## config.mk

```make
export PLATFORM = sky130hd
export DESIGN_NAME = iqdc_queue
export DESIGN_NICKNAME = d
export VERILOG_FILES = /design/src/design/iqdc_pkg.sv /design/src/design/iqdc_queue.sv
export SDC_FILE = /design/constraint.sdc
export NUM_CORES = 1
export LEC_CHECK = 0
export BUFFER_PORTS_ARGS = -buffer_cell sky130_fd_sc_hd__buf_2
export CAP_MARGIN = 20
export CORE_MARGIN = 2
export CORE_UTILIZATION = 46
export DETAILED_ROUTE_END_ITERATION = 10
export PLACE_DENSITY = 0.75
export SYNTH_ARGS = -nofsm -noshare
export SYNTH_HDL_FRONTEND = slang
export SYNTH_SLANG_ARGS = --single-unit
```

## constraint.sdc

```tcl
create_clock -name clock -period 2.6 [get_ports clock]
set_clock_uncertainty 0.05 [all_clocks]
set_input_delay 0.13 -clock clock [delete_from_list [all_inputs] [get_ports clock]]
set_output_delay 0.13 -clock clock [all_outputs]
set_load 0.02 [all_outputs]
```

## src/design/iqdc_pkg.sv

```systemverilog
// Shared constants, types and fixed-point helpers for the IQ downconverter.
package iqdc_pkg;

   // Filter and oscillator dimensions
   localparam int TAPS          = 63;
   localparam int TAP_AW        = $clog2(TAPS);
   localparam int TAP_IDX_W     = 6;
   localparam int RENORM_PERIOD = 1024;
   localparam int RENORM_W      = $clog2(RENORM_PERIOD);
   localparam int DECIM_MAX     = 16;
   localparam int DECIM_W       = 5;
   localparam int DCNT_W        = 4;

   // Field and datapath widths
   localparam int BYTE_W      = 8;
   localparam int SAMPLE_W    = 9;
   localparam int LINE_W      = 10;
   localparam int OSC_W       = 16;
   localparam int COEFF_W     = 16;
   localparam int OUT_W       = 16;
   localparam int FACT_W      = 32;
   localparam int PROD_W      = OSC_W + FACT_W;
   localparam int OSC_ACC_W   = PROD_W + 2;
   localparam int FIR_PROD_W  = COEFF_W + LINE_W;
   localparam int FIR_ACC_W   = FIR_PROD_W + $clog2(TAPS);

   // Transaction queue between front and back
   localparam int QDEPTH  = 2;
   localparam int QPTR_W  = $clog2(QDEPTH);
   localparam int QCNT_W  = $clog2(QDEPTH + 1);

   // Register file
   localparam int CSR_IDX_W  = 2;
   localparam int CSR_DATA_W = 16;
   localparam logic [CSR_IDX_W-1:0] CSR_STEP_COS   = 2'd0;
   localparam logic [CSR_IDX_W-1:0] CSR_STEP_SIN   = 2'd1;
   localparam logic [CSR_IDX_W-1:0] CSR_DECIMATION = 2'd2;

   // Input action codes
   localparam logic ACTION_SAMPLE = 1'b0;
   localparam logic ACTION_LOAD   = 1'b1;

   // Reset values
   localparam logic signed [OSC_W-1:0] OSC_ONE = 16'sd32767;
   localparam logic [DECIM_W-1:0] DECIM_RESET  = 5'd1;

   typedef enum logic {
      KIND_SAMPLE,
      KIND_LOAD
   } kind_type;

   typedef struct packed {
      logic signed [OSC_W-1:0] step_cos;
      logic signed [OSC_W-1:0] step_sin;
      logic [DECIM_W-1:0]      decimation;  // already clamped to 1..16
   } cfg_type;

   typedef struct packed {
      kind_type                  kind;
      logic signed [SAMPLE_W-1:0] ci;
      logic signed [SAMPLE_W-1:0] cq;
      logic [TAP_AW-1:0]         idx;
      logic signed [COEFF_W-1:0] value;
   } entry_type;

   typedef struct packed {
      logic en;
      logic clr;
      logic sub;
   } mac_ctl_type;

   typedef enum logic [4:0] {
      B_IDLE,
      B_MIX_I0,
      B_MIX_I1,
      B_MIX_Q0,
      B_MIX_Q1,
      B_ADV_R0,
      B_ADV_R1,
      B_ADV_I0,
      B_ADV_I1,
      B_UPDATE,
      B_NORM_M0,
      B_NORM_M1,
      B_NORM_F,
      B_NORM_R,
      B_NORM_I,
      B_NORM_END,
      B_FIR,
      B_DRAIN,
      B_EMIT
   } back_state_type;

   // Round half up by 2^s, then clamp to lo..hi
   function automatic logic signed [OSC_ACC_W-1:0] rnd_sat(
      input logic signed [OSC_ACC_W-1:0] acc,
      input int                          s,
      input logic signed [OSC_ACC_W-1:0] lo,
      input logic signed [OSC_ACC_W-1:0] hi
   );
      logic signed [OSC_ACC_W-1:0] half;
      logic signed [OSC_ACC_W-1:0] t;
      half = OSC_ACC_W'(1) << (s - 1);
      t    = (acc + half) >>> s;
      if (t > hi) begin
         rnd_sat = hi;
      end else if (t < lo) begin
         rnd_sat = lo;
      end else begin
         rnd_sat = t;
      end
   endfunction

   localparam logic signed [OSC_ACC_W-1:0] MIX_MAX = 511;
   localparam logic signed [OSC_ACC_W-1:0] MIX_MIN = -512;
   localparam logic signed [OSC_ACC_W-1:0] W16_MAX = 32767;
   localparam logic signed [OSC_ACC_W-1:0] W16_MIN = -32768;
   localparam logic signed [OSC_ACC_W-1:0] THREE_HALF_SCALE = OSC_ACC_W'(3) << 30;

endpackage

```

## src/design/iqdc_queue.sv

```systemverilog
// Short transaction queue between the front and back parts.
module iqdc_queue import iqdc_pkg::*; (
   input  logic      clock,
   input  logic      reset,
   input  logic      push,
   input  entry_type push_entry,
   output logic      full,
   input  logic      pop,
   output logic      empty,
   output entry_type head
);

   entry_type          slot_ff [QDEPTH];
   logic [QPTR_W-1:0]  wr_ff, wr_in;
   logic [QPTR_W-1:0]  rd_ff, rd_in;
   logic [QCNT_W-1:0]  cnt_ff, cnt_in;

   assign full  = (cnt_ff == QCNT_W'(QDEPTH));
   assign empty = (cnt_ff == '0);
   assign head  = slot_ff[rd_ff];

   // Advance pointers with wrap
   always_comb begin
      wr_in  = wr_ff;
      rd_in  = rd_ff;
      cnt_in = cnt_ff;
      if (push) begin
         wr_in = (wr_ff == QPTR_W'(QDEPTH - 1)) ? '0 : wr_ff + 1'b1;
      end
      if (pop) begin
         rd_in = (rd_ff == QPTR_W'(QDEPTH - 1)) ? '0 : rd_ff + 1'b1;
      end
      if (push && !pop) begin
         cnt_in = cnt_ff + 1'b1;
      end else if (pop && !push) begin
         cnt_in = cnt_ff - 1'b1;
      end
   end

   always_ff @(posedge clock) begin
      if (reset) begin
         wr_ff  <= '0;
         rd_ff  <= '0;
         cnt_ff <= '0;
      end else begin
         wr_ff  <= wr_in;
         rd_ff  <= rd_in;
         cnt_ff <= cnt_in;
      end
   end

   // Store payload
   always_ff @(posedge clock) begin
      if (push) begin
         slot_ff[wr_ff] <= push_entry;
      end
   end

endmodule

```

; ---- Yosys cells after proc, flatten, opt, wreduce, memory -nomap -nowiden
; Memory sizes are Yosys's and may differ from the RTL's. A register that Yosys moved wholly into a read port is not among the register bits.
; Index checks and enable logic that the tools add are counted.
[op_classes]
reduce_logical = 6
n_addsub = 4
n_mux = 8
n_eq_ne = 1
[ops]
columns = operator, count
row1 = $mux W1, 6
row2 = $mux W2, 2
row3 = $add A1 B1 Y1 const B, 2
row4 = $add A2 B1 Y2 const B, 1
row5 = $eq A2 B2 Y1 const B, 1
row6 = $logic_and A1 B1 Y1, 2
row7 = $logic_not A1 Y1, 2
row8 = $logic_not A2 Y1, 1
row9 = $reduce_bool A2 Y1, 1
row10 = $sub A2 B1 Y2 const B, 1
[totals]
input_bits = 45
mem_count = 1
elab_cells = 23
mem_bits_rw = 82
output_inout_bits = 43
reg_bits = 4
[memory_table]
columns = memory, depth, width, read_ports, rd_ports_with_merged_regs, write_ports, line
row1 = slot_ff, 2, 41, 1, 1, 1, iqdc_queue.sv:13  ; entry_type slot_ff [QDEPTH];

; ---- Depth between registers and ports, before layout
; Gate-level depths: netlist of the first run.
[logic_depth]
ltp_word = 4
depth_mapped = 5
ltp_nobuf = 5

; ---- Least setup slack after synthesis of the first run
; Ideal clock, no wire load.
[synth_path]
kind = register to register
start = register wr_ff
end = memory slot_ff[0][0] (netlist bit), enable pin
period_less_slack_ps = 2657
t_required_ps = 2106
path_stages_with_launch = 2
t_arrival_ps = 2163
setup_time_ps = 444
path_slack_ps = -57
path_buffers = 0
path_cell_list = dfxtp_1 > nor2b_1
[synth_lines]
columns = element, line
row1 = start: declaration, iqdc_queue.sv:14  ; logic [QPTR_W-1:0] wr_ff, wr_in;
row2 = start signal: assignment, iqdc_queue.sv:46  ; wr_ff <= wr_in;
row3 = end: declaration, iqdc_queue.sv:13
; No word-level cell before the write port.

==> results of run 1 <==
==> worst paths after layout <==
| path | endpoint | cells after the start |
|---|---|---|
| setup / recovery | head[21] | 3 |
| hold / removal | rd_ff$_SDFFE_PP0P_ | 3 |
| setup reg to reg | slot_ff[1][18]$_DFFE_PP_ | 2 |
| hold reg to reg | cnt_ff[1]$_SDFFE_PP0P_ | 2 |
==> per-layer routing <==
layer / share of wire (%) / routed length, um / vias up
met5: 0 / 0 / -
met4: 2.5 / 153 / 0
met3: 2.3 / 137 / 11
met2: 57 / 3470 / 44
met1: 38 / 2300 / 910
li1: - / - / 855
==> state kept, by name, indices dropped and copies added, names as in the netlist, named ones only <==
register  count
wr_ff         1
slot_ff      82
cnt_ff        2
rd_ff         1
==> cell type report <==
cell class	count	share of cell area [%]
Inverter	1	0.0873
Tap cell	80	2.33
Clock buffer	11	3.05
Clock inverter	5	0.582
Multi-Input combinational cell	57	13.4
Sequential cell	87	59.6
Timing Repair Buffer	132	21.0
==> where the power goes <==
group          switching (uW)  total, uW  internal, uW
Sequential               36.4       1670          1630
Clock                     436        775           338
Combinational             235        442           208
Total                     707       2880          2180
==> logic make-up (layout without fill, tap and decap cells) <==
kind of cell | after synthesis | in the layout | share of synthesized area, %
AOI/OAI and AO/OA | 2 | 2 | 0.317
buffers and inverters | 6 | 149 | 0.911
and+or+nand+nor | 9 | 9 | 1.47
DFF | 87 | 87 | 81.2
muxes | 41 | 41 | 14.6
adders and majority gates | 1 | 1 | 0.396
xor gates and xnor gates | 4 | 4 | 1.11
==> per-stage QoR <==
stage	utilization [%]	instances	worst slack [ns]	hold WS, ns	area, um^2
6_report	64.0	373	0.651	0.0221	4300
4_1_cts	64.0	373	0.615	0.00644	4300
2_1_floorplan	-	150	0.726	0.149	3160
3_5_place_dp	55.4	315	1.00	0.271	3720
3_3_place_gp	55.4	315	0.986	0.269	3720
5_1_grt	64.0	373	0.550	0.0566	4300
==> placed cells by master, fill, tap and decap left out, types with 2 or more instances in the layout <==
cell	count
buf_2	87
mux2_2	38
mux2_1	3
clkbuf_8	9
xor2_1	2
clkinv_2	2
clkinv_1	2
xnor2_1	2
dfxtp_1	4
nor2_1	5
edfxtp_1	82
dlygate4sd3_1	42
clkbuf_1	2
buf_12	2
==> synthesized netlist by cell type <==
cell      instances
mux2_1            3
a21oi_1           1
inv_1             1
edfxtp_1         82
xor2_1            2
or3_1             1
dfxtp_1           5
buf_2             5
and2b_2           1
o21ai_0           1
mux2_2           38
nor2b_1           1
and2_1            1
nor2_1            5
xnor2_1           2
ha_1              1
==> critical path, delay by kind of cell, from the launching register on <==
family                 cells  cell delay (ns)
muxes                      1             0.35
DFF                        1             0.66
buffers and inverters      2             0.40
==> what timing repair did <==
action | 4_1_cts | 5_1_grt
endpoints found under the hold margin | 87 | 0
setup endpoints to repair | 0 | 0
hold buffers | 42 | 0
==> flow_summary_export.csv, run 1 <==
group,metric,value,unit
status,outcome,"complete, no violations",
worst_setup_path,slowest_stage,"dfxtp_2",
cells_and_area,drive_above_1_share,49.1,%
sta,min_period,1.95,ns
drt,first_pass_iters,4,
cells_and_area,multi_input_area,574,um^2
die,std_cell_rows,30,
synthesis,yosys.cell_types.count,16,
global_routing,grt_use_met3,3.14,%
sta,timing.final.crit_share,75.0,%
hold_path,hold_path_class,"in2reg",
pwr,ir_drop,502,uV
drt,remaining_drc_errors,0,
drt,via_count,1820,
hold_path,min_from,"pop",
placement,dp.final_hpwl,3650,um
global_routing,gr-total-overflow,0,
cells_and_area,area_growth,36.3,%
synthesis,syn_area_per_cell,21.0,um^2
global_routing,grt_pass1_wl,9070,um
worst_setup_path,crit_type,"reg2out",
drt,viasPerCell,4.88,
cells_and_area,fillers,477,
sta,hold_viol,0,
synthesis,syn_inst,150,
drt,ant_nets,0,
sta,worstMarginPinSlew,0.573,ns
sta,setup_viol,0,
global_routing,grt_use_total,16.5,%
synthesis,synth.cell_area,3160,um^2
synthesis,synth_nets,196,
clock_tree,clock_path_buffers,2,
global_routing,grt.busiest_layer,"met2",
synthesis,ys_ff_latch,87,
synthesis,synth_top_area_share,78.0,%
sta,rsz0062_at_grt,"no",
die,die_area,7540,um^2
placement,portBuffers,87,
die,pin_count,88,
clock_tree,cts_tree,"yes",
worst_setup_path,r2r-start,"wr_ff$_SDFFE_PP0P_",
pwr,power_density,670,nW/um^2
drt,drtIter0Drc,87,
global_routing,gr-usage-met2,30.1,%
worst_setup_path,crit_path_end_kind,"output port",
clock_tree,postCtsResizedCells,0,
synthesis,synth_warnings,0,
worst_setup_path,cpPeakStageDelay,0.66,ns
drt,wl_per_cell,16.2,um
sta,fmax,0.513,GHz
global_routing,grtUsageMet1,17.5,%
global_routing,grt_pass1_vias,1938,
synthesis,yosysTopAreaCell,"edfxtp_1",
die,core,6720,um^2
clock_tree,post-cts-setup-buffers,0,
synthesis,synth.yosys.seq_area_share,81.2,%
run,cap_violations,0,
clock_tree,cts_num_sinks,87,
pwr,finalPower,2880,uW
sta,slew_headroom,61.8,%
clock_tree,cts_inserted_buffers,9,
die,dieWidth,86.8,um
cells_and_area,regArea,2560,um^2
drt,drt_wl_total,6060,um
pwr,p_leak,0.00164,uW
clock_tree,htreeDepth,3,
clock_tree,insertion_delay,0.33,ns
worst_setup_path,cp.required,2.42,ns
die,die_h,86.8,um
cells_and_area,n_antenna_cell,0,
sta,tns,0,ns
synthesis,synthTopCellsByArea,"edfxtp_1, mux2_2, dfxtp_1",
placement,gp_congestion,0.698,
die,start_util,47.0,%
worst_setup_path,cp.arrival,1.77,ns
worst_setup_path,start_kind,"flip-flop",
global_routing,antenna_found_initial,0,
global_routing,grt_max_degree,42,
clock_tree,path_clk_slew,0.08,ns
cells_and_area,layout.nets,334,
worst_setup_path,path_cells,"buf_12 -> mux2_2 -> buf_2",
worst_setup_path,reg2reg_slack,1.12,ns
clock_tree,ctsRootBufferMaster,"clkbuf_8",
sta,slew_viol_final,0,
worst_setup_path,path_max_fanout,21,
Power figures use the tool's default switching activity.
==> inputs of run 2 (changes only) <==
--- a/config.mk
+++ b/config.mk
@@ -8,9 +8,9 @@
 export BUFFER_PORTS_ARGS = -buffer_cell sky130_fd_sc_hd__buf_2
 export CAP_MARGIN = 20
 export CORE_MARGIN = 2
-export CORE_UTILIZATION = 46
+export CORE_UTILIZATION = 50
 export DETAILED_ROUTE_END_ITERATION = 10
-export PLACE_DENSITY = 0.75
+export PLACE_DENSITY = 0.77
 export SYNTH_ARGS = -nofsm -noshare
 export SYNTH_HDL_FRONTEND = slang
 export SYNTH_SLANG_ARGS = --single-unit
==> constraint.sdc (replaced) <==
create_clock -name clock -period 2 [get_ports clock]
set_clock_uncertainty 0.05 [all_clocks]
set_input_delay 0.1 -clock clock [delete_from_list [all_inputs] [get_ports clock]]
set_output_delay 0.1 -clock clock [all_outputs]
set_load 0.02 [all_outputs]
==> run 2 against run 1 <==
Die area decreased by 7.6%. Register-to-register slack got worse by 0.41 ns. Cell count fell by 0.54%. Hold slack worse by 0.0048 ns. Power grew 34%. Largest power group unchanged.
==> flow_summary_export.csv, run 2 (synthesis gave the netlist of run 1 again) <==
group,metric,value,unit
drt,drt_wl_total,5650,um
clock_tree,insertion_delay,0.34,ns
clock_tree,cts_tree,"yes",
global_routing,gr-total-overflow,0,
cells_and_area,largest_reg_flops,82,
worst_setup_path,path_max_fanout,36,
drt,remaining_drc_errors,0,
pwr,p_int,2970,uW
global_routing,grt_pass1_vias,2000,
pwr,power_density,892,nW/um^2
drt,first_pass_iters,4,
cells_and_area,layout_common_cells,"buf_2, edfxtp_1, dlygate4sd3_1",
sta,fmax,0.585,GHz
global_routing,grt_max_degree,37,
pwr,p_sw_share,23.0,%
pwr,seqPwrFrac,55.8,%
worst_setup_path,crit_path_end_kind,"output port",
sta,rsz0062_at_grt,"no",
pwr,clkPwrFrac,28.9,%
clock_tree,post-cts-setup-buffers,0,
cells_and_area,n_antenna_cell,0,
sta,min_period,1.71,ns
die,std_cell_rows,28,
cells_and_area,multi_input_area,574,um^2
die,start_util,52.4,%
clock_tree,htreeDepth,3,
die,pin_count,88,
clock_tree,ctsRootBufferMaster,"clkbuf_8",
drt,drtIter0Drc,116,
cells_and_area,layout.nets,337,
worst_setup_path,cpPeakStageDelay,0.43,ns
sta,tns,0,ns
clock_tree,clock_path_buffers,2,
cells_and_area,fillers,403,
sta,hold_viol,0,
run,cap_violations,0,
pwr,p_sw,889,uW
clock_tree,cts_num_sinks,87,
clock_tree,path_clk_slew,0.07,ns
clock_tree,cts_inserted_buffers,9,
cells_and_area,drive_above_1_share,49.0,%
pwr,ir_drop,601,uV
placement,gp_congestion,0.716,
drt,ant_nets,0,
cells_and_area,regArea,2560,um^2
placement,dp.final_hpwl,3430,um
pwr,pwr-share-comb,15.2,%
worst_setup_path,path_buf_inv,2,
worst_setup_path,cp.arrival,1.56,ns
die,dieWidth,83.5,um
drt,via_count,1790,
sta,timing.final.crit_share,85.4,%
placement,portBuffers,87,
cells_and_area,final_common_cell,"buf_2",
sta,setup_viol,0,
die,die_h,83.5,um
global_routing,grt_pass1_wl,9200,um
status,outcome,"complete, no violations",
sta,worstMarginPinSlew,0.337,ns
worst_setup_path,slowest_stage,"dfxtp_2",
pwr,p_leak,0.00167,uW
cells_and_area,largestRegisters,"slot_ff (82), cnt_ff (2)",
hold_path,hold_path_class,"in2reg",
die,core,6030,um^2
worst_setup_path,cp.required,1.85,ns
worst_setup_path,start_kind,"flip-flop",
worst_setup_path,crit_type,"reg2out",
clock_tree,postCtsResizedCells,0,
drt,wl_per_cell,15.2,um
cells_and_area,area_growth,37.1,%
sta,slew_headroom,77.5,%
worst_setup_path,crit_family,"flip-flops",
cells_and_area,largest-register,"slot_ff",
die,die_area,6960,um^2
sta,slew_viol_final,0,
global_routing,grt_use_total,17.2,%
worst_setup_path,path_cells,"buf_12 -> mux2_2 -> buf_2",
drt,viasPerCell,4.82,
cells_and_area,final_core_util,71.8,%
global_routing,antenna_found_initial,0,
[run 2: through the flow]
stage	setup WS [ns]	hold WS [ns]	instance area, um^2	total power (uW)	cells
2_1_floorplan	0.126	0.119	3160	2520	150
3_3_place_gp	0.662	0.237	3720	2710	312
3_5_place_dp	0.666	0.241	3720	2720	312
4_1_cts	0.287	0.0196	4330	3880	371
5_1_grt	0.206	0.0517	4330	3990	371
6_report	0.291	0.0173	4330	3860	371
[run 2: per-layer routing]
| layer | global-route usage (%) | up-vias | routed length (um) |
|---|---|---|---|
| met1 | 20.3 | 853 | 2350 |
| met2 | 29.6 | 68 | 2820 |
| met5 | 0 | - | 0 |
| met3 | 4.75 | 10 | 375 |
| li1 | - | 859 | - |
| met4 | 7.62 | 0 | 98 |
[run 2: worst min-delay path: stages]
cell	delay [ns]
buf_2	0.10
xnor2_1	0.08
nor2_1	0.09
[run 2: power by group through the flow]
stage / Sequential, uW / Combinational (uW) / Clock, uW
5_1_grt: 2170 / 635 / 1190
3_5_place_dp: 2200 / 522 / 0
3_3_place_gp: 2190 / 516 / 0
2_1_floorplan: 2180 / 335 / 0
4_1_cts: 2150 / 591 / 1140
6_report: 2160 / 589 / 1120
[run 2: final cells by class]
cell class | instances | share of cell area (%)
multi-input cells | 57 | 13.3
clock inverters | 2 | 0.809
flip-flops and latches | 87 | 59.2
inverters | 1 | 0.0867
clock buffers | 14 | 3.29
repair buffers | 135 | 21.2
well taps | 75 | 2.17
[run 2: final timing paths]
path                     startpoint                      to  slack [ns]  cells past startpoint
min reg2reg  cnt_ff[1]$_SDFFE_PP0P_  cnt_ff[1]$_SDFFE_PP0P_        0.47                      2
max                       flip-flop                 head[9]        0.29                      3
max reg2reg      rd_ff$_SDFFE_PP0P_               flip-flop        0.71                      3
min                             pop      rd_ff$_SDFFE_PP0P_        0.02                      3
[run 2: repair_timing]
action | in CTS | in global routing
hold buffers | 43 | 0
setup endpoints to repair | 0 | 0
hold endpoints to repair | 87 | 0
